File: src/urc_pkg.sv
// Shared types, widths and constants for the ultrasonic ranger controller.
`timescale 1ns / 1ps

package urc_pkg;

	// Counter and field widths
	localparam int COUNT_BITS    = 24;
	localparam int PHASE_BITS    = 24;
	localparam int DIST_BITS     = 22;
	localparam int CFG_IDX_BITS  = 2;
	localparam int CFG_DATA_BITS = 24;

	// Trigger pulse length in ticks
	localparam logic [PHASE_BITS-1:0] TRIG_PULSE_TICKS = PHASE_BITS'(10);

	// Divide by six: floor(w * ceil(2^26 / 6) / 2^26) is exact for all w below 2^24
	localparam logic [COUNT_BITS-1:0] DIV6_MULT  = 24'hAAAAAB;
	localparam int                    DIV6_SHIFT = 26;

	// Request codes
	localparam logic REQ_TICK = 1'b0;
	localparam logic REQ_READ = 1'b1;

	// Configuration register indexes
	localparam logic [CFG_IDX_BITS-1:0] CFG_ENABLE  = 2'd0;
	localparam logic [CFG_IDX_BITS-1:0] CFG_PERIOD  = 2'd1;
	localparam logic [CFG_IDX_BITS-1:0] CFG_TIMEOUT = 2'd2;

	// Configuration reset values
	localparam logic [CFG_DATA_BITS-1:0] PERIOD_RESET  = CFG_DATA_BITS'(100000);
	localparam logic [CFG_DATA_BITS-1:0] TIMEOUT_RESET = CFG_DATA_BITS'(30000);

	// One result word
	typedef struct packed {
		logic                 trig_level;
		logic [DIST_BITS-1:0] distance;
		logic                 updated;
	} urc_result_t;

endpackage

File: src/urc_if.sv
// Handshake channel interfaces: request, response and configuration write.
`timescale 1ns / 1ps

interface urc_req_if;
	logic valid;
	logic ready;
	logic req_type;
	logic echo_level;

	modport source (output valid, output req_type, output echo_level, input ready);
	modport sink (input valid, input req_type, input echo_level, output ready);
endinterface

interface urc_rsp_if;
	logic                         valid;
	logic                         ready;
	logic                         trig_level;
	logic [urc_pkg::DIST_BITS-1:0] distance;
	logic                         updated;

	modport source (output valid, output trig_level, output distance, output updated,
		input ready);
	modport sink (input valid, input trig_level, input distance, input updated,
		output ready);
endinterface

interface urc_cfg_if;
	logic                             valid;
	logic                             ready;
	logic [urc_pkg::CFG_IDX_BITS-1:0]  index;
	logic [urc_pkg::CFG_DATA_BITS-1:0] data;

	modport source (output valid, output index, output data, input ready);
	modport sink (input valid, input index, input data, output ready);
endinterface

File: src/urc_div6.sv
// Echo width to distance: divide by six through a reciprocal multiply.
`timescale 1ns / 1ps

module urc_div6 (
	input  logic [urc_pkg::COUNT_BITS-1:0] width,
	output logic [urc_pkg::DIST_BITS-1:0]  quotient
);
	import urc_pkg::*;

	logic [2*COUNT_BITS-1:0] prod;

	assign prod     = (2*COUNT_BITS)'(width) * (2*COUNT_BITS)'(DIV6_MULT);
	assign quotient = prod[DIV6_SHIFT +: DIST_BITS];

endmodule

File: src/urc_core.sv
// Measurement sequencer: trigger pulse, echo timing, hold and status flag.
`timescale 1ns / 1ps

module urc_core (
	input  logic                             clk,
	input  logic                             arst_n,
	input  logic                             step,
	input  logic                             req_type,
	input  logic                             echo_level,
	input  logic                             enable,
	input  logic [urc_pkg::CFG_DATA_BITS-1:0] period,
	input  logic [urc_pkg::CFG_DATA_BITS-1:0] timeout,
	output urc_pkg::urc_result_t             result
);
	import urc_pkg::*;

	typedef enum logic [2:0] {
		PH_IDLE,
		PH_TRIG,
		PH_WAIT,
		PH_HOLD
	} phase_t;

	phase_t                phase_q, phase_n;
	logic [PHASE_BITS-1:0] count_q, count_n, count_inc;
	logic [COUNT_BITS-1:0] width_q, width_n;
	logic                  prev_q, prev_n;
	logic [DIST_BITS-1:0]  dist_q, dist_n, dist_calc;
	logic                  flag_q, flag_n;
	logic                  flag_out;

	urc_div6 u_div6 (
		.width    (width_q),
		.quotient (dist_calc)
	);

	assign count_inc = (count_q == '1) ? count_q : count_q + PHASE_BITS'(1);

	always_comb begin
		phase_n  = phase_q;
		count_n  = count_q;
		width_n  = width_q;
		prev_n   = prev_q;
		dist_n   = dist_q;
		flag_n   = flag_q;
		flag_out = flag_q;
		if (req_type == REQ_READ) begin
			// status read: report the flag, then drop it
			flag_n = 1'b0;
		end else begin
			if (!enable) begin
				phase_n = PH_IDLE;
				count_n = '0;
			end else begin
				unique case (phase_q)
					PH_TRIG: begin
						count_n = count_inc;
						if (count_inc >= TRIG_PULSE_TICKS) begin
							phase_n = PH_WAIT;
							count_n = '0;
							width_n = '0;
						end
					end
					PH_WAIT: begin
						count_n = count_inc;
						if (prev_q && !echo_level) begin
							dist_n  = dist_calc;
							flag_n  = 1'b1;
							phase_n = PH_HOLD;
							count_n = '0;
						end else begin
							if (echo_level) begin
								if (!prev_q) begin
									width_n = COUNT_BITS'(1);
								end else if (width_q != '1) begin
									width_n = width_q + COUNT_BITS'(1);
								end
							end
							if (count_inc >= timeout) begin
								phase_n = PH_TRIG;
								count_n = '0;
								flag_n  = 1'b0;
							end
						end
					end
					PH_HOLD: begin
						count_n = count_inc;
						if (count_inc >= period) begin
							phase_n = PH_TRIG;
							count_n = '0;
							flag_n  = 1'b0;
						end
					end
					default: begin
						phase_n = PH_TRIG;
						count_n = '0;
						flag_n  = 1'b0;
					end
				endcase
			end
			prev_n   = echo_level;
			flag_out = flag_n;
		end
	end

	assign result.trig_level = (phase_n == PH_TRIG);
	assign result.distance   = dist_n;
	assign result.updated    = flag_out;

	always_ff @(posedge clk or negedge arst_n) begin
		if (!arst_n) begin
			phase_q <= PH_IDLE;
			count_q <= '0;
			width_q <= '0;
			prev_q  <= 1'b0;
			dist_q  <= '0;
			flag_q  <= 1'b0;
		end else if (step) begin
			phase_q <= phase_n;
			count_q <= count_n;
			width_q <= width_n;
			prev_q  <= prev_n;
			dist_q  <= dist_n;
			flag_q  <= flag_n;
		end
	end

	a_read_clears: assert property (@(posedge clk) disable iff (!arst_n)
		step && req_type == REQ_READ |=> !flag_q)
		else $error("flag still set after status read");

	a_disable_idles: assert property (@(posedge clk) disable iff (!arst_n)
		step && req_type == REQ_TICK && !enable |=> phase_q == PH_IDLE && count_q == '0)
		else $error("disabled tick did not return to idle");

	a_pulse_bound: assert property (@(posedge clk) disable iff (!arst_n)
		phase_q == PH_TRIG |-> count_q < TRIG_PULSE_TICKS)
		else $error("trigger pulse overran its length");

	a_flag_in_hold: assert property (@(posedge clk) disable iff (!arst_n)
		step && req_type == REQ_TICK && phase_q == PH_WAIT && prev_q && !echo_level
		&& enable |=> flag_q && phase_q == PH_HOLD)
		else $error("echo fall did not complete a measurement");

endmodule

File: src/ultrasonic_ranger_controller.sv
// Top level of the ultrasonic ranger controller: config registers, sequencer, result register.
// Output: a result word is registered and appears on rsp in the cycle after its request word is accepted.
// Throughput: one request word per cycle; req stalls only while the result register
// holds a word that rsp has not taken.
// Reset: configuration returns to defaults, the sequencer goes idle, flag and distance clear.
`timescale 1ns / 1ps

module ultrasonic_ranger_controller (
	input  logic           clk,
	input  logic           arst_n,
	urc_req_if.sink        req,
	urc_rsp_if.source      rsp,
	urc_cfg_if.sink        cfg
);
	import urc_pkg::*;

	logic                     enable_q;
	logic [CFG_DATA_BITS-1:0] period_q;
	logic [CFG_DATA_BITS-1:0] timeout_q;

	logic        req_accept;
	urc_result_t result;
	urc_result_t rsp_word_q;
	logic        rsp_valid_q;

	// Configuration writes are always taken; writes outside the register list drop.
	assign cfg.ready = 1'b1;

	always_ff @(posedge clk or negedge arst_n) begin
		if (!arst_n) begin
			enable_q  <= 1'b0;
			period_q  <= PERIOD_RESET;
			timeout_q <= TIMEOUT_RESET;
		end else if (cfg.valid) begin
			unique case (cfg.index)
				CFG_ENABLE:  enable_q  <= cfg.data[0];
				CFG_PERIOD:  period_q  <= cfg.data;
				CFG_TIMEOUT: timeout_q <= cfg.data;
				default: ;
			endcase
		end
	end

	// Take a new word whenever the result register is empty or drains this cycle.
	assign req.ready  = !rsp_valid_q || rsp.ready;
	assign req_accept = req.valid && req.ready;

	// The sequencer advances its state only on accepted words.
	urc_core u_core (
		.clk        (clk),
		.arst_n     (arst_n),
		.step       (req_accept),
		.req_type   (req.req_type),
		.echo_level (req.echo_level),
		.enable     (enable_q),
		.period     (period_q),
		.timeout    (timeout_q),
		.result     (result)
	);

	// Result register: hold the word until rsp takes it.
	always_ff @(posedge clk or negedge arst_n) begin
		if (!arst_n) begin
			rsp_valid_q <= 1'b0;
		end else if (req_accept) begin
			rsp_valid_q <= 1'b1;
		end else if (rsp.ready) begin
			rsp_valid_q <= 1'b0;
		end
	end

	always_ff @(posedge clk) begin
		if (req_accept) begin
			rsp_word_q <= result;
		end
	end

	assign rsp.valid      = rsp_valid_q;
	assign rsp.trig_level = rsp_word_q.trig_level;
	assign rsp.distance   = rsp_word_q.distance;
	assign rsp.updated    = rsp_word_q.updated;

	a_no_overwrite: assert property (@(posedge clk) disable iff (!arst_n)
		rsp_valid_q && !rsp.ready |-> !req_accept)
		else $error("request accepted over an untaken result");

	a_word_follows: assert property (@(posedge clk) disable iff (!arst_n)
		req_accept |=> rsp_valid_q)
		else $error("accepted request produced no result word");

	a_cfg_held: assert property (@(posedge clk) disable iff (!arst_n)
		!cfg.valid |=> $stable(enable_q) && $stable(period_q) && $stable(timeout_q))
		else $error("configuration changed without a write");

endmodule

File: src/flat_wrapper.sv
// flat-port wrapper written by rule: the top's interface ports become plain ports
module ultrasonic_ranger_controller_flat import urc_pkg::*;
  (clk, arst_n, req_valid, req_req_type, req_echo_level, req_ready, rsp_valid, rsp_trig_level, rsp_distance, rsp_updated, rsp_ready, cfg_valid, cfg_index, cfg_data, cfg_ready);
  urc_req_if req_i ();
  urc_rsp_if rsp_i ();
  urc_cfg_if cfg_i ();
  input  logic clk;
  input  logic arst_n;
  input wire logic [$bits(req_i.valid)-1:0] req_valid;
  input wire logic [$bits(req_i.req_type)-1:0] req_req_type;
  input wire logic [$bits(req_i.echo_level)-1:0] req_echo_level;
  output wire logic [$bits(req_i.ready)-1:0] req_ready;
  output wire logic [$bits(rsp_i.valid)-1:0] rsp_valid;
  output wire logic [$bits(rsp_i.trig_level)-1:0] rsp_trig_level;
  output wire logic [$bits(rsp_i.distance)-1:0] rsp_distance;
  output wire logic [$bits(rsp_i.updated)-1:0] rsp_updated;
  input wire logic [$bits(rsp_i.ready)-1:0] rsp_ready;
  input wire logic [$bits(cfg_i.valid)-1:0] cfg_valid;
  input wire logic [$bits(cfg_i.index)-1:0] cfg_index;
  input wire logic [$bits(cfg_i.data)-1:0] cfg_data;
  output wire logic [$bits(cfg_i.ready)-1:0] cfg_ready;
  assign req_i.valid = req_valid;
  assign req_i.req_type = req_req_type;
  assign req_i.echo_level = req_echo_level;
  assign req_ready = req_i.ready;
  assign rsp_valid = rsp_i.valid;
  assign rsp_trig_level = rsp_i.trig_level;
  assign rsp_distance = rsp_i.distance;
  assign rsp_updated = rsp_i.updated;
  assign rsp_i.ready = rsp_ready;
  assign cfg_i.valid = cfg_valid;
  assign cfg_i.index = cfg_index;
  assign cfg_i.data = cfg_data;
  assign cfg_ready = cfg_i.ready;
  ultrasonic_ranger_controller u_core (.clk(clk), .arst_n(arst_n), .req(req_i), .rsp(rsp_i), .cfg(cfg_i));
endmodule
File: config.mk
export PLATFORM = sky130hd
export DESIGN_NAME = ultrasonic_ranger_controller_flat
export DESIGN_NICKNAME = d
export VERILOG_FILES = /design/src/urc_pkg.sv /design/src/urc_if.sv /design/src/urc_div6.sv /design/src/urc_core.sv /design/src/ultrasonic_ranger_controller.sv /design/src/flat_wrapper.sv
export SDC_FILE = /design/constraint.sdc
export NUM_CORES = 1
export LEC_CHECK = 0
export ABC_AREA = 1
export BUFFER_PORTS_ARGS = -buffer_cell sky130_fd_sc_hd__buf_2
export CAP_MARGIN = 20
export CORE_ASPECT_RATIO = 0.8
export CORE_MARGIN = 4
export CORE_UTILIZATION = 50
export CTS_CLUSTER_DIAMETER = 30
export CTS_CLUSTER_SIZE = 30
export DETAILED_ROUTE_END_ITERATION = 8
export GPL_TIMING_DRIVEN = 0
export PLACE_DENSITY_LB_ADDON = 0.08
export SLEW_MARGIN = 25
export SYNTH_ARGS = -nofsm -noshare
export SYNTH_HDL_FRONTEND = slang
export SYNTH_SLANG_ARGS = --single-unit
File: constraint.sdc
create_clock -name clk -period 13.3 [get_ports clk]
set_input_delay 0.665 -clock clk [delete_from_list [all_inputs] [get_ports clk]]
set_output_delay 0.665 -clock clk [all_outputs]
set_load 0.02 [all_outputs]
Yosys cells after proc, flatten, opt, wreduce, memory -nomap -nowiden
Index checks and enable logic that the tools add are counted.
W data, S select, Z words.
- register bits after elaboration: 149
- bits of input ports: 33
- output and inout bits: 27
- logic and storage cells: 78
- add/subtract/negate cells: 2
- multipliers: 1
- magnitude comparators: 3
- eq/ne operators: 12
- muxes and demuxes: 33
- bitwise operators: 1
- reduce and logical (&&, ||, !) cells: 13
- operators by type and width (cell ; count):
    $mux W24 ; 11
    $mux W22 ; 4
    $pmux W24 S3 ; 1
    $add A24 B1 Y24 const B ; 2
    $ge A24 B24 Y1 ; 2
    $mul A24 B24 Y48 const B ; 1
    $pmux W24 S2 ; 1
    $eq A24 B24 Y1 const B ; 1
    $ge A24 B4 Y1 const B ; 1
    $ne A24 B24 Y1 const B ; 1
    $mux W3 ; 6
    $pmux W3 S3 ; 1
    $mux W1 ; 8
    $reduce_and A2 Y1 ; 4
    $reduce_and A8 Y1 ; 1
    $eq A3 B1 Y1 const B ; 2
    $eq A3 B2 Y1 const B ; 2
    $ne A2 B2 Y1 const B ; 3
    $reduce_bool A2 Y1 ; 2
    $ne A3 B3 Y1 const B ; 1
    $pmux W1 S3 ; 1
    $eq A2 B1 Y1 const B ; 1
    $eq A2 B2 Y1 const B ; 1
    $logic_and A1 B1 Y1 ; 2
    4 further kinds ; 5

Depth between registers and ports, before layout
Gate-level depths: netlist of run 1.
- depth in word-level cells: 9
- gate-level depth with buffers: 27
- gate-level depth less buffers: 27

Cells and area by module
Synthesis of run 1 repeated with hierarchy kept, for this count alone.
- cells, all modules: 2525
- area, all modules: 20487.1 µm²
- modules (own cells, without submodules) (module ; times used ; cells an instance ; area each (µm²) ; seq. area each (µm²)):
    urc_div6 ; 1 ; 1366 ; 11325.9 ; 0.0
    urc_core ; 1 ; 905 ; 6243.5 ; 1876.8
    ultrasonic_ranger_controller ; 1 ; 254 ; 2917.8 ; 1988.2

Least setup slack after synthesis of run 1
No wires, ideal clock.
- path type: flip-flop to flip-flop
- from: register u_core.u_core.width_q[4]
- to: register u_core.rsp_word_q (netlist bit u_core.rsp.distance[13]), data pin
- setup time: 0.255 ns
- data arrival time: 5.506 ns
- data required time: 13.045 ns
- slack: 7.539 ns
- stages on the path, launching flop included: 24
- path buffers: 0
- clock period less this slack: 5.761 ns
- cell sequence: dfrtp_1 > ha_1 > fa_1 > inv_1 > fa_1 > fa_1 > inv_1 > fa_1 > inv_1 > fa_1 > fa_1 > inv_1 > ha_1 > nand2_1 > nor2_1 > inv_1 > nor2_1 > and3_1 > nand2_1 > nand2_1 > nand2_1 > nand3_1 > nand3_1 > and2_1
- RTL lines (element ; RTL line ; RTL):
    start, declared ; urc_core.sv:26 ; logic [COUNT_BITS-1:0] width_q, width_n;
    start signal, assigned ; urc_core.sv:121 ; width_q <= width_n;
    end signal, assigned ; ultrasonic_ranger_controller.sv:74 ; rsp_word_q <= result;
    end, declared ; ultrasonic_ranger_controller.sv:23 ; urc_result_t rsp_word_q;

==> impl_metrics.json, run 1 <==
{
  "clkTransAtPathRegs_ns": 0.07,
  "vias": 16783,
  "cts_root_buf": "clkbuf_16",
  "synth_fp_nets": 3118,
  "h-tree-depth": 4,
  "seq_area_frac_synth": 0.189,
  "status": "finished, final reports clean",
  "track_usage": 0.294,
  "drive_gt1_frac": 0.0690,
  "grt_pass1_wl_um": 98500,
  "port_buffers": 58,
  "die_h_um": 189,
  "diodes": 0,
  "dr.pass1.iters": 5,
  "path_class": "reg -> reg",
  "ys_ff_latch": 149,
  "dieArea_mm2": 0.0442,
  "synth_edf_count": 24,
  "io_pins": 60,
  "wl_um": 62600,
  "hold_viol": 0,
  "synth_cell_type_count": 48,
  "area_growth_pct": 7.83,
  "rr_worst_depth": 22,
  "timing.fmax_ghz": 0.142,
  "ant_nets": 0,
  "floorplan.initialDensity": 0.512,
  "dieWidth_um": 234,
  "core_mm2": 0.0399,
  "postCtsSetupRepairBufs": 0,
  "syn_area_mm2": 0.0204,
  "grt_pass1_vias": 16865,
  "cts_buffer_depth": 2,
  "num_rows": 65,
  "netlist_instances": 2562,
  "r2r_start": "u_core.u_core.width_q[1]",
  "post-route-period-util": 0.528,
  "slew_viol_final": 0,
  "synthFlopType": "dfrtp_1",
  "cts_hold_buf": 0,
  "cp.required_ns": 13.49,
  "cp-end-kind": "register",
  "hold_path.class": "in -> async",
  "tritoncts": "done",
  "setup-violations-final": 0,
  "place.gp.congestion": 0.979,
  "numCtsBuffers": 17,
  "drt_iter0_markers": 1428,
  "wl_per_cell_um": 19.6,
  "setup_tns_ns": 0,
  "yosysWarnings": 0,
  "arrival_ns": 7.21,
  "grt_max_degree": 85,
  "rsz0062_at_grt": "false",
  "worst_pin_slew_ns": 0.765,
  "fin_skew_ns": 0.0132,
  "slew_headroom": 0.490,
  "syn_avg_cell_area_um2": 7.97,
  "critPathLaunchType": "register",
  "insertion_delay_ns": 0.45,
  "cts-resized-gates": 0,
  "drc": 0,
  "cts.sinks": 149,
  "timing.rr.end": "u_core.rsp.distance[20]",
  "grt-ovfl-total": 0,
  "cp_max_fo": 11,
  "vias_per_cell": 5.26,
  "period_minus_slack_ns": 7.02,
  "synthArstFlopShare": 0.839,
  "max_cap_violations": 0,
  "antenna_found_initial": 0,
  "place_hpwl_um": 53600,
  "rrSetupSlack_ns": 6.28,
  "layout.nets": 3197
}
[through the flow]
step | setup slack (ns) | cell area (um2) | util | hold WS [ns] | instances
detailed placement | 6.35 | 21400 | 0.538 | 0.463 | 3158
CTS | 6.34 | 22000 | 0.553 | 0.117 | 3190
finish | 6.28 | 22000 | 0.553 | 0.125 | 3190
global route | 5.98 | 22000 | 0.553 | 0.135 | 3190
floorplan | 7.54 | 20400 | - | 0.369 | 2562
global placement | 6.39 | 21400 | 0.537 | 0.455 | 3156
[final cells by class]
cell class / instances / area (um2)
plain buffers: 44 / 218
clock buffers: 19 / 433
clock inverters: 13 / 139
fillers: 3879 / 17800
inverters: 627 / 2360
multi-input cells: 1742 / 14000
flip-flops and latches: 149 / 3860
well taps: 536 / 671
repair buffers: 60 / 355
[layer usage]
| layer | vias up | wire length, um | GRT usage |
|---|---|---|---|
| li1 | 8083 | - | - |
| met1 | 8105 | 31500 | 0.462 |
| met2 | 532 | 24000 | 0.389 |
| met3 | 63 | 6190 | 0.104 |
| met4 | 0 | 915 | 0.0512 |
| met5 | - | 0 | 0 |
[synth_stat cells (24+ instances only)]
master / number / area, um2
inv_1: 625 / 2350
nand2_1: 480 / 1800
ha_1: 306 / 3830
fa_1: 217 / 4340
nor2_1: 167 / 627
o21ai_0: 135 / 676
dfrtp_1: 112 / 2800
nand3_1: 105 / 526
a21oi_1: 80 / 400
nor3_1: 39 / 195
clkbuf_1: 34 / 128
xor2_1: 31 / 272
nand2_2: 27 / 169
edfxtp_1: 24 / 721
[cell usage in the layout, fill, tap and decap left out, types with 11 or more instances in the layout]
cell	count
nand2_1	480
nor3_1	39
nand4_1	21
o21ai_2	17
ha_1	306
o21ai_0	135
nor2_1	167
dfstp_2	13
xor2_1	31
clkbuf_16	17
nand2_2	27
a21oi_1	80
nand3_1	105
buf_2	59
inv_1	625
edfxtp_1	24
dfrtp_1	112
clkbuf_1	35
a21o_1	11
fa_1	217
[worst max path at each step]
| stage | to | startpoint | slack, ns |
|---|---|---|---|
| floorplan | u_core.rsp.distance[13] | u_core.u_core.width_q[4] | 7.54 |
| global placement | u_core.rsp.distance[20] | u_core.u_core.width_q[1] | 6.39 |
| detailed placement | u_core.rsp.distance[20] | u_core.u_core.width_q[1] | 6.35 |
| CTS | u_core.u_core.dist_q[20] | u_core.u_core.width_q[1] | 6.34 |
| global route | u_core.rsp.distance[21] | u_core.u_core.width_q[1] | 5.98 |
| finish | u_core.rsp.distance[20] | u_core.u_core.width_q[1] | 6.28 |
[critical path: stages, from the launching register on]
cell,delay (ns)
dfrtp_1,0.72
ha_1,0.42
xor2_1,0.53
ha_1,0.26
a21oi_1,0.12
fa_1,0.53
inv_1,0.05
fa_1,0.51
fa_1,0.55
inv_1,0.05
fa_1,0.50
fa_1,0.60
inv_1,0.05
ha_1,0.32
nand2_1,0.09
nor2_1,0.15
inv_1,0.09
nor4_1,0.55
nand3_1,0.26
nand3_1,0.15
nand2_1,0.05
nand2_1,0.10
a21boi_0,0.09
[flip-flops by register name (all words and copies together) (netlist names)]
signal / count
u_core.rsp.trig_level: 1
u_core.u_core.phase_q: 3
u_core.period_q: 24
u_core.timeout_q: 24
u_core.rsp.valid: 1
u_core.rsp.distance: 22
u_core.u_core.flag_q: 1
u_core.u_core.prev_q: 1
u_core.u_core.count_q: 24
u_core.enable_q: 1
u_core.u_core.dist_q: 22
u_core.rsp.updated: 1
u_core.u_core.width_q: 24
[cell families after synthesis]
group	count (synthesis)	synth area share
and+or+nand+nor	886	0.187
buffers and inverters	671	0.126
adders and majority gates	523	0.400
AOI/OAI and AO/OA	293	0.0809
DFF	149	0.189
xor gates and xnor gates	39	0.0167
other	1	0.000184
Power of run 1 is left out: the tool's default activity adds up to more than one toggle a clock period on the data nets, which glitch-free logic cannot reach.
==> run 2, diff against run 1 <==
--- a/config.mk
+++ b/config.mk
@@ -5,7 +5,7 @@
 export SDC_FILE = /design/constraint.sdc
 export NUM_CORES = 1
 export LEC_CHECK = 0
-export ABC_AREA = 1
+export ABC_AREA = 0
 export BUFFER_PORTS_ARGS = -buffer_cell sky130_fd_sc_hd__buf_2
 export CAP_MARGIN = 20
 export CORE_ASPECT_RATIO = 0.8
==> constraint.sdc (replaced) <==
create_clock -name clk -period 6.4 [get_ports clk]
set_input_delay 0.32 -clock clk [delete_from_list [all_inputs] [get_ports clk]]
set_output_delay 0.32 -clock clk [all_outputs]
set_load 0.02 [all_outputs]
==> run 2 against run 1 <==
  * The flow now finishes with violations (negative setup slack)
  * Non-clock buffer count up 92
  * Routed wire length is 16% lower
  * Worst hold slack worse by 0.041 ns
  * Sequential cell count unchanged
  * Final area increased by 0.15%
  * Largest cell class unchanged
==> impl_metrics.json, run 2 <==
{
  "leakagePower_nw": 11.5,
  "synthFlopType": "dfrtp_1",
  "cp_slowest_stage_delay_ns": 0.56,
  "wl_per_cell_um": 20.7,
  "clkPwrFrac": 0.382,
  "synth_fp_nets": 2428,
  "p_comb_frac": 0.200,
  "setup_tns_ns": -5.74,
  "grt_pass1_vias": 14759,
  "max_cap_violations": 0,
  "rsz0062_at_grt": "true",
  "hold_viol": 0,
  "seq_power_share": 0.418,
  "vias_per_cell": 5.53,
  "period_minus_slack_ns": 6.75,
  "fin_area_mm2": 0.0221,
  "yosys.area.top_type": "fa_1",
  "critPathLaunchType": "register",
  "hold_path.class": "in -> reg",
  "dieArea_mm2": 0.0404,
  "floorplan.initialDensity": 0.513,
  "setup-violations-final": 32,
  "dpl_cell_area_mm2": 0.0196,
  "crit_family": "adder cells",
  "arrival_ns": 6.95,
  "internal_power_mw": 1.81,
  "post-route-period-util": 1.05,
  "drt_iter0_markers": 995,
  "hp-start": "req_valid",
  "die_h_um": 181,
  "cts_buffer_depth": 2,
  "syn_avg_cell_area_um2": 9.95,
  "core_mm2": 0.0363,
  "slowest_stage": "fa_1",
  "synthArstFlopShare": 0.839,
  "cp.depth": 23,
  "grt_use_met2": 0.384,
  "port_buffers": 58,
  "io_pins": 60,
  "syn_area_mm2": 0.0186,
  "h-tree-depth": 4,
  "cp_max_fo": 6,
  "seq_area_frac_synth": 0.208,
  "netlist_instances": 1872,
  "seqCellArea_mm2": 0.00390,
  "p_sw_mw": 0.837,
  "fin_ws_ns": -0.348,
  "fin_skew_ns": 0.0192,
  "grt-ovfl-total": 0,
  "max-vdd-ir-drop_uv": 163,
  "crit_chain": "buf_4 -> ha_4 -> ha_1 -> inv_1 -> fa_1 -> inv_1 -> fa_1 -> inv_1 -> fa_1 -> inv_1 -> fa_1 -> fa_1 -> ha_4 -> and4_1 -> and3_4 -> o2111ai_4 -> a311oi_4 -> buf_6 -> o2111ai_4 -> o21ai_4 -> a31oi_4 -> xnor2_4 -> mux2_2",
  "yosysWarnings": 0,
  "failed_checks": "negative setup slack",
  "timing.rr.end": "u_core.rsp.distance[11]",
  "drive_gt1_frac": 0.217,
  "ant_nets": 0,
  "dr.pass1.iters": 5,
  "cp-end-kind": "register",
  "numCtsBuffers": 17,
  "clkTransAtPathRegs_ns": 0.07,
  "synth_cell_type_count": 74,
  "cpMostUsedCell": "fa_1",
  "gr-max-usage-layer": "met1",
  "yosysTopAreaCellShare": 0.233,
  "worstHoldEndpoint": "u_core.rsp.valid",
  "final_core_util": 0.607,
  "slew_viol_final": 0,
  "rr_worst_depth": 23,
  "n_fill_cell": 3084,
  "synth_commonest_cells": "inv_1 (454), ha_1 (306), fa_1 (217), dfrtp_1 (112), nand2_1 (100)",
  "path_class": "reg -> reg",
  "grt_pass1_wl_um": 84900,
  "place_hpwl_um": 41600,
  "tritoncts": "done",
  "num_rows": 62,
  "final_common_cell": "inv_1",
  "synth_edf_count": 24,
  "drc": 0,
  "ys_ff_latch": 149,
  "area_growth_pct": 18.4,
  "switching_share": 0.316,
  "insertion_delay_ns": 0.45,
  "cellPowerDensity_mw_per_mm2": 120,
  "synth_most_common_cell": "inv_1",
  "grt.met1_usage": 0.435,
  "synth_area_leaders": "fa_1 (23%), ha_1 (21%), dfrtp_1 (15%)",
  "vias": 14063,
  "grt_max_degree": 66,
  "place.gp.congestion": 0.956,
  "layout.nets": 2607,
  "cts.sinks": 149,
  "mostFrequentLayoutCells": "inv_1 (444), ha_1 (264), fa_1 (212)",
  "rrSetupSlack_ns": -0.35,
  "dieWidth_um": 224,
  "antenna_found_initial": 3,
  "track_usage": 0.271,
  "status": "finished with violations",
  "r2r_start": "u_core.u_core.width_q[0]",
  "timing.fmax_ghz": 0.148,
  "cp.buffers_inverters": 6,
  "wl_um": 52700,
  "multiInputGateArea_mm2": 0.0139,
  "worst_pin_slew_ns": 0.979,
  "hold_depth": 2,
  "met3_usage": 0.0578,
  "diodes": 0,
  "slew_headroom": 0.342,
  "cp.required_ns": 6.60,
  "cts_root_buf": "clkbuf_16"
}
run 2: cell families after synthesis:
kind of cell	share of synthesized area
other	0.000201
adders and majority gates	0.439
xor gates and xnor gates	0.0202
and+or+nand+nor	0.0826
AOI/OAI and AO/OA	0.106
muxes	0.0442
DFF	0.208
buffers and inverters	0.101
run 2: stage by stage:
stage | power (mW) | setup slack, ns | std cells | hold WS (ns)
floorplan | 1.44 | 0.00293 | 1872 | 0.0244
global placement | 1.59 | -2.17 | 2410 | 0.460
detailed placement | 1.60 | -2.16 | 2411 | 0.299
CTS | 2.67 | -0.271 | 2538 | 0.0708
global route | 2.80 | -0.488 | 2544 | 0.0935
finish | 2.65 | -0.348 | 2544 | 0.0835
run 2: cell type report:
class / count / share of cell area
clock buffer: 17 / 0.0193
tap: 480 / 0.0272
buffer: 36 / 0.00772
sequential: 149 / 0.177
inverter: 454 / 0.0773
clock inverter: 15 / 0.00726
timing repair buffer: 160 / 0.0525
multi-input combinational: 1233 / 0.632
run 2: worst max path at each step:
stage                               from                      end  slack, ns
6_report        u_core.u_core.width_q[0]  u_core.rsp.distance[11]      -0.35
3_3_place_gp    u_core.u_core.width_q[0]  u_core.rsp.distance[11]      -2.17
3_5_place_dp    u_core.u_core.width_q[0]  u_core.rsp.distance[11]      -2.16
2_1_floorplan   u_core.u_core.width_q[2]  u_core.rsp.distance[11]      0.003
5_1_grt        u_core.u_core.width_q[16]  u_core.rsp.distance[13]      -0.49
4_1_cts         u_core.u_core.width_q[4]  u_core.rsp.distance[13]      -0.27
run 2: what timing repair did:
action | 4_1_cts | 5_1_grt
hold buffers | 1 | 0
gates cloned | 0 | 0
setup buffers | 94 | 6
gates resized for setup | 164 | 54
pin swaps | 79 | 34
endpoints found under the setup margin | 44 | 41
hold endpoints to repair | 59 | 0
run 2: layer usage:
metal / vias up / wire [um]
li1: 6563 / -
met1: 7091 / 26600
met2: 366 / 21800
met3: 37 / 3730
met4: 6 / 464
met5: - / 37
run 2: power groups by stage:
| stage | logic (mW) | registers, mW | clock network (mW) |
|---|---|---|---|
| 2_1_floorplan | 0.325 | 1.12 | 0 |
| 5_1_grt | 0.603 | 1.12 | 1.08 |
| 3_3_place_gp | 0.456 | 1.13 | 0 |
| 3_5_place_dp | 0.470 | 1.13 | 0 |
| 6_report | 0.529 | 1.11 | 1.01 |
| 4_1_cts | 0.526 | 1.11 | 1.03 |
run 2: worst register-to-register path: stages, from the launching register on:
cell and delay (ns):
dfrtp_4 0.55, buf_4 0.17, ha_4 0.29, ha_1 0.29, inv_1 0.04, fa_1 0.48
inv_1 0.05, fa_1 0.56, inv_1 0.09, fa_1 0.53, inv_1 0.05, fa_1 0.49
fa_1 0.45, ha_4 0.29, and4_1 0.21, and3_4 0.21, o2111ai_4 0.22, a311oi_4 0.27
buf_6 0.18, o2111ai_4 0.22, o21ai_4 0.27, a31oi_4 0.14, xnor2_4 0.19, mux2_2 0.28
No activity file was read; power rests on OpenSTA's default activity.
==> run 3, diff against run 2 <==
--- a/config.mk
+++ b/config.mk
@@ -9,7 +9,7 @@
 export BUFFER_PORTS_ARGS = -buffer_cell sky130_fd_sc_hd__buf_2
 export CAP_MARGIN = 20
 export CORE_ASPECT_RATIO = 0.8
-export CORE_MARGIN = 4
+export CORE_MARGIN = 10
 export CORE_UTILIZATION = 50
 export CTS_CLUSTER_DIAMETER = 30
 export CTS_CLUSTER_SIZE = 30
==> constraint.sdc (replaced) <==
create_clock -name clk -period 8.1 [get_ports clk]
set_input_delay 0.405 -clock clk [delete_from_list [all_inputs] [get_ports clk]]
set_output_delay 0.405 -clock clk [all_outputs]
set_load 0.02 [all_outputs]
==> run 3 against run 2 <==
  * The flow now finishes without violations
  * Via count down 4.3%
  * Clock-buffer cell count unchanged
  * Routed wire length down 4.0%
  * Register-to-register slack better by 0.59 ns
  * Power down 21%
  * Largest power group unchanged
  * First-iteration DRC count down 15%
  * Clock skew down 0.0059 ns
  * Sequential cell count unchanged
  * Highest routed layer unchanged
==> impl_metrics.json, run 3 (synthesized netlist as in run 2, its figures left out) <==
{
  "wl_per_cell_um": 20.6,
  "dpl_cell_area_mm2": 0.0196,
  "period_minus_slack_ns": 7.85,
  "max_cap_violations": 0,
  "place.gp.congestion": 0.909,
  "tritoncts": "done",
  "vias_per_cell": 5.49,
  "ant_nets": 0,
  "worstHoldEndpoint": "u_core.rsp.valid",
  "grt-ovfl-total": 0,
  "fin_skew_ns": 0.0133,
  "dr.pass1.iters": 6,
  "hold_viol": 0,
  "slew_viol_final": 0,
  "grt_pass1_wl_um": 80500,
  "antenna_found_initial": 1,
  "final_common_cell": "inv_1",
  "hp-start": "req_valid",
  "hold_path.class": "in -> reg",
  "track_usage": 0.230,
  "cp.required_ns": 8.32,
  "area_growth_pct": 8.69,
  "insertion_delay_ns": 0.46,
  "leakagePower_nw": 10.9,
  "die_h_um": 193,
  "stdcell_count": 2452,
  "mostFrequentLayoutCells": "inv_1 (453), ha_1 (306), fa_1 (217)",
  "grt_pass1_vias": 13960,
  "worst_pin_slew_ns": 0.981,
  "path_class": "reg -> reg",
  "cp_max_fo": 9,
  "dieArea_mm2": 0.0454,
  "timing.rr.end": "u_core.rsp.distance[12]",
  "arrival_ns": 8.08,
  "timing.fmax_ghz": 0.127,
  "drive_gt1_frac": 0.108,
  "drc": 0,
  "cellPowerDensity_mw_per_mm2": 104,
  "rrSetupSlack_ns": 0.25,
  "max-vdd-ir-drop_uv": 118,
  "grt_max_degree": 87,
  "fin_area_mm2": 0.0202,
  "startpoint": "u_core.u_core.width_q[21]",
  "io_pins": 60,
  "place_hpwl_um": 42000,
  "cts_root_buf": "clkbuf_16",
  "core_mm2": 0.0369,
  "h-tree-depth": 4,
  "cts.sinks": 149,
  "wl_um": 50600,
  "hold_depth": 2,
  "cts_buffer_depth": 2,
  "dieWidth_um": 236,
  "post-route-period-util": 0.970,
  "layout.nets": 2508,
  "place_inst": 2419,
  "status": "finished, final reports clean",
  "total_power_mw": 2.10,
  "num_rows": 63,
  "n_fill_cell": 3388,
  "critPathLaunchType": "register",
  "floorplan.initialDensity": 0.505,
  "port_buffers": 58,
  "drt_iter0_markers": 848,
  "vias": 13460,
  "clkTransAtPathRegs_ns": 0.08,
  "numCtsBuffers": 17,
  "setup-violations-final": 0,
  "cp-end-kind": "register",
  "slew_headroom": 0.341,
  "r2r_start": "u_core.u_core.width_q[21]",
  "rr_worst_depth": 21,
  "diodes": 0
}
## run 3: changes by cell type in the layout (fill, tap and decap cells not counted), sizes merged
| cell | change |
|---|---|
| buf | -99 |
| clkinv | +1 |
| clkinvlp | -1 |
## run 3: worst max-delay path by stage
stage	slack, ns	endpoint
after floorplan	1.50	u_core.rsp.distance[11]
after global placement	-0.30	u_core.rsp.distance[11]
after detailed placement	-0.28	u_core.rsp.distance[11]
after CTS	0.02	u_core.rsp.distance[19]
after global routing	-0.02	u_core.rsp.distance[12]
final	0.25	u_core.rsp.distance[12]
## run 3: stage by stage
stage	hold slack (ns)	setup TNS, ns	utilization	worst slack, ns
2_1_floorplan	0.109	0	-	1.50
3_3_place_gp	0.459	-1.72	0.529	-0.303
3_5_place_dp	0.319	-1.41	0.530	-0.278
4_1_cts	0.158	0	0.548	0.0225
5_1_grt	0.166	-0.0231	0.549	-0.0204
6_report	0.174	0	0.549	0.247
## run 3: metal layers
layer	global-route usage	part of all wire
met1	0.339	0.49
met2	0.339	0.43
met3	0.0585	0.068
met4	0.0379	0.0099
met5	0	0.00014
## run 3: worst max-delay path: stages (launching register included)
cell	delay [ns]
dfrtp_1	0.62
ha_1	0.39
fa_1	0.69
inv_1	0.13
fa_1	0.54
inv_1	0.05
fa_1	0.46
fa_1	0.51
inv_1	0.09
fa_1	0.60
inv_1	0.08
fa_1	0.48
ha_1	0.39
and4_1	0.24
and3_1	0.25
o2111ai_1	0.26
o21ai_0	0.48
o2111ai_1	0.34
o22ai_2	0.36
o21ai_0	0.16
xnor2_1	0.21
mux2_2	0.29
## run 3: cell type report
| class | instances | area (um2) | area share |
|---|---|---|---|
| multi-input combinational | 1233 | 12900 | 0.638 |
| sequential | 149 | 3870 | 0.191 |
| inverter | 454 | 1700 | 0.0842 |
| tap | 487 | 609 | 0.0301 |
| clock buffer | 17 | 425 | 0.0210 |
| timing repair buffer | 61 | 345 | 0.0171 |
| clock inverter | 15 | 194 | 0.00958 |
| buffer | 36 | 170 | 0.00841 |
## run 3: power breakdown
group	leakage (nW)	internal, mW	switching, mW	total [mW]
combinational	8.75	0.160	0.213	0.373
sequential	1.85	0.830	0.0507	0.881
clock	0.300	0.424	0.420	0.844
## run 3: repair_timing
item	CTS	global route
resized for setup	3	11
hold buffers	1	0
endpoints found under the hold margin	35	0
buffers inserted	0	0
setup endpoints to repair	16	22
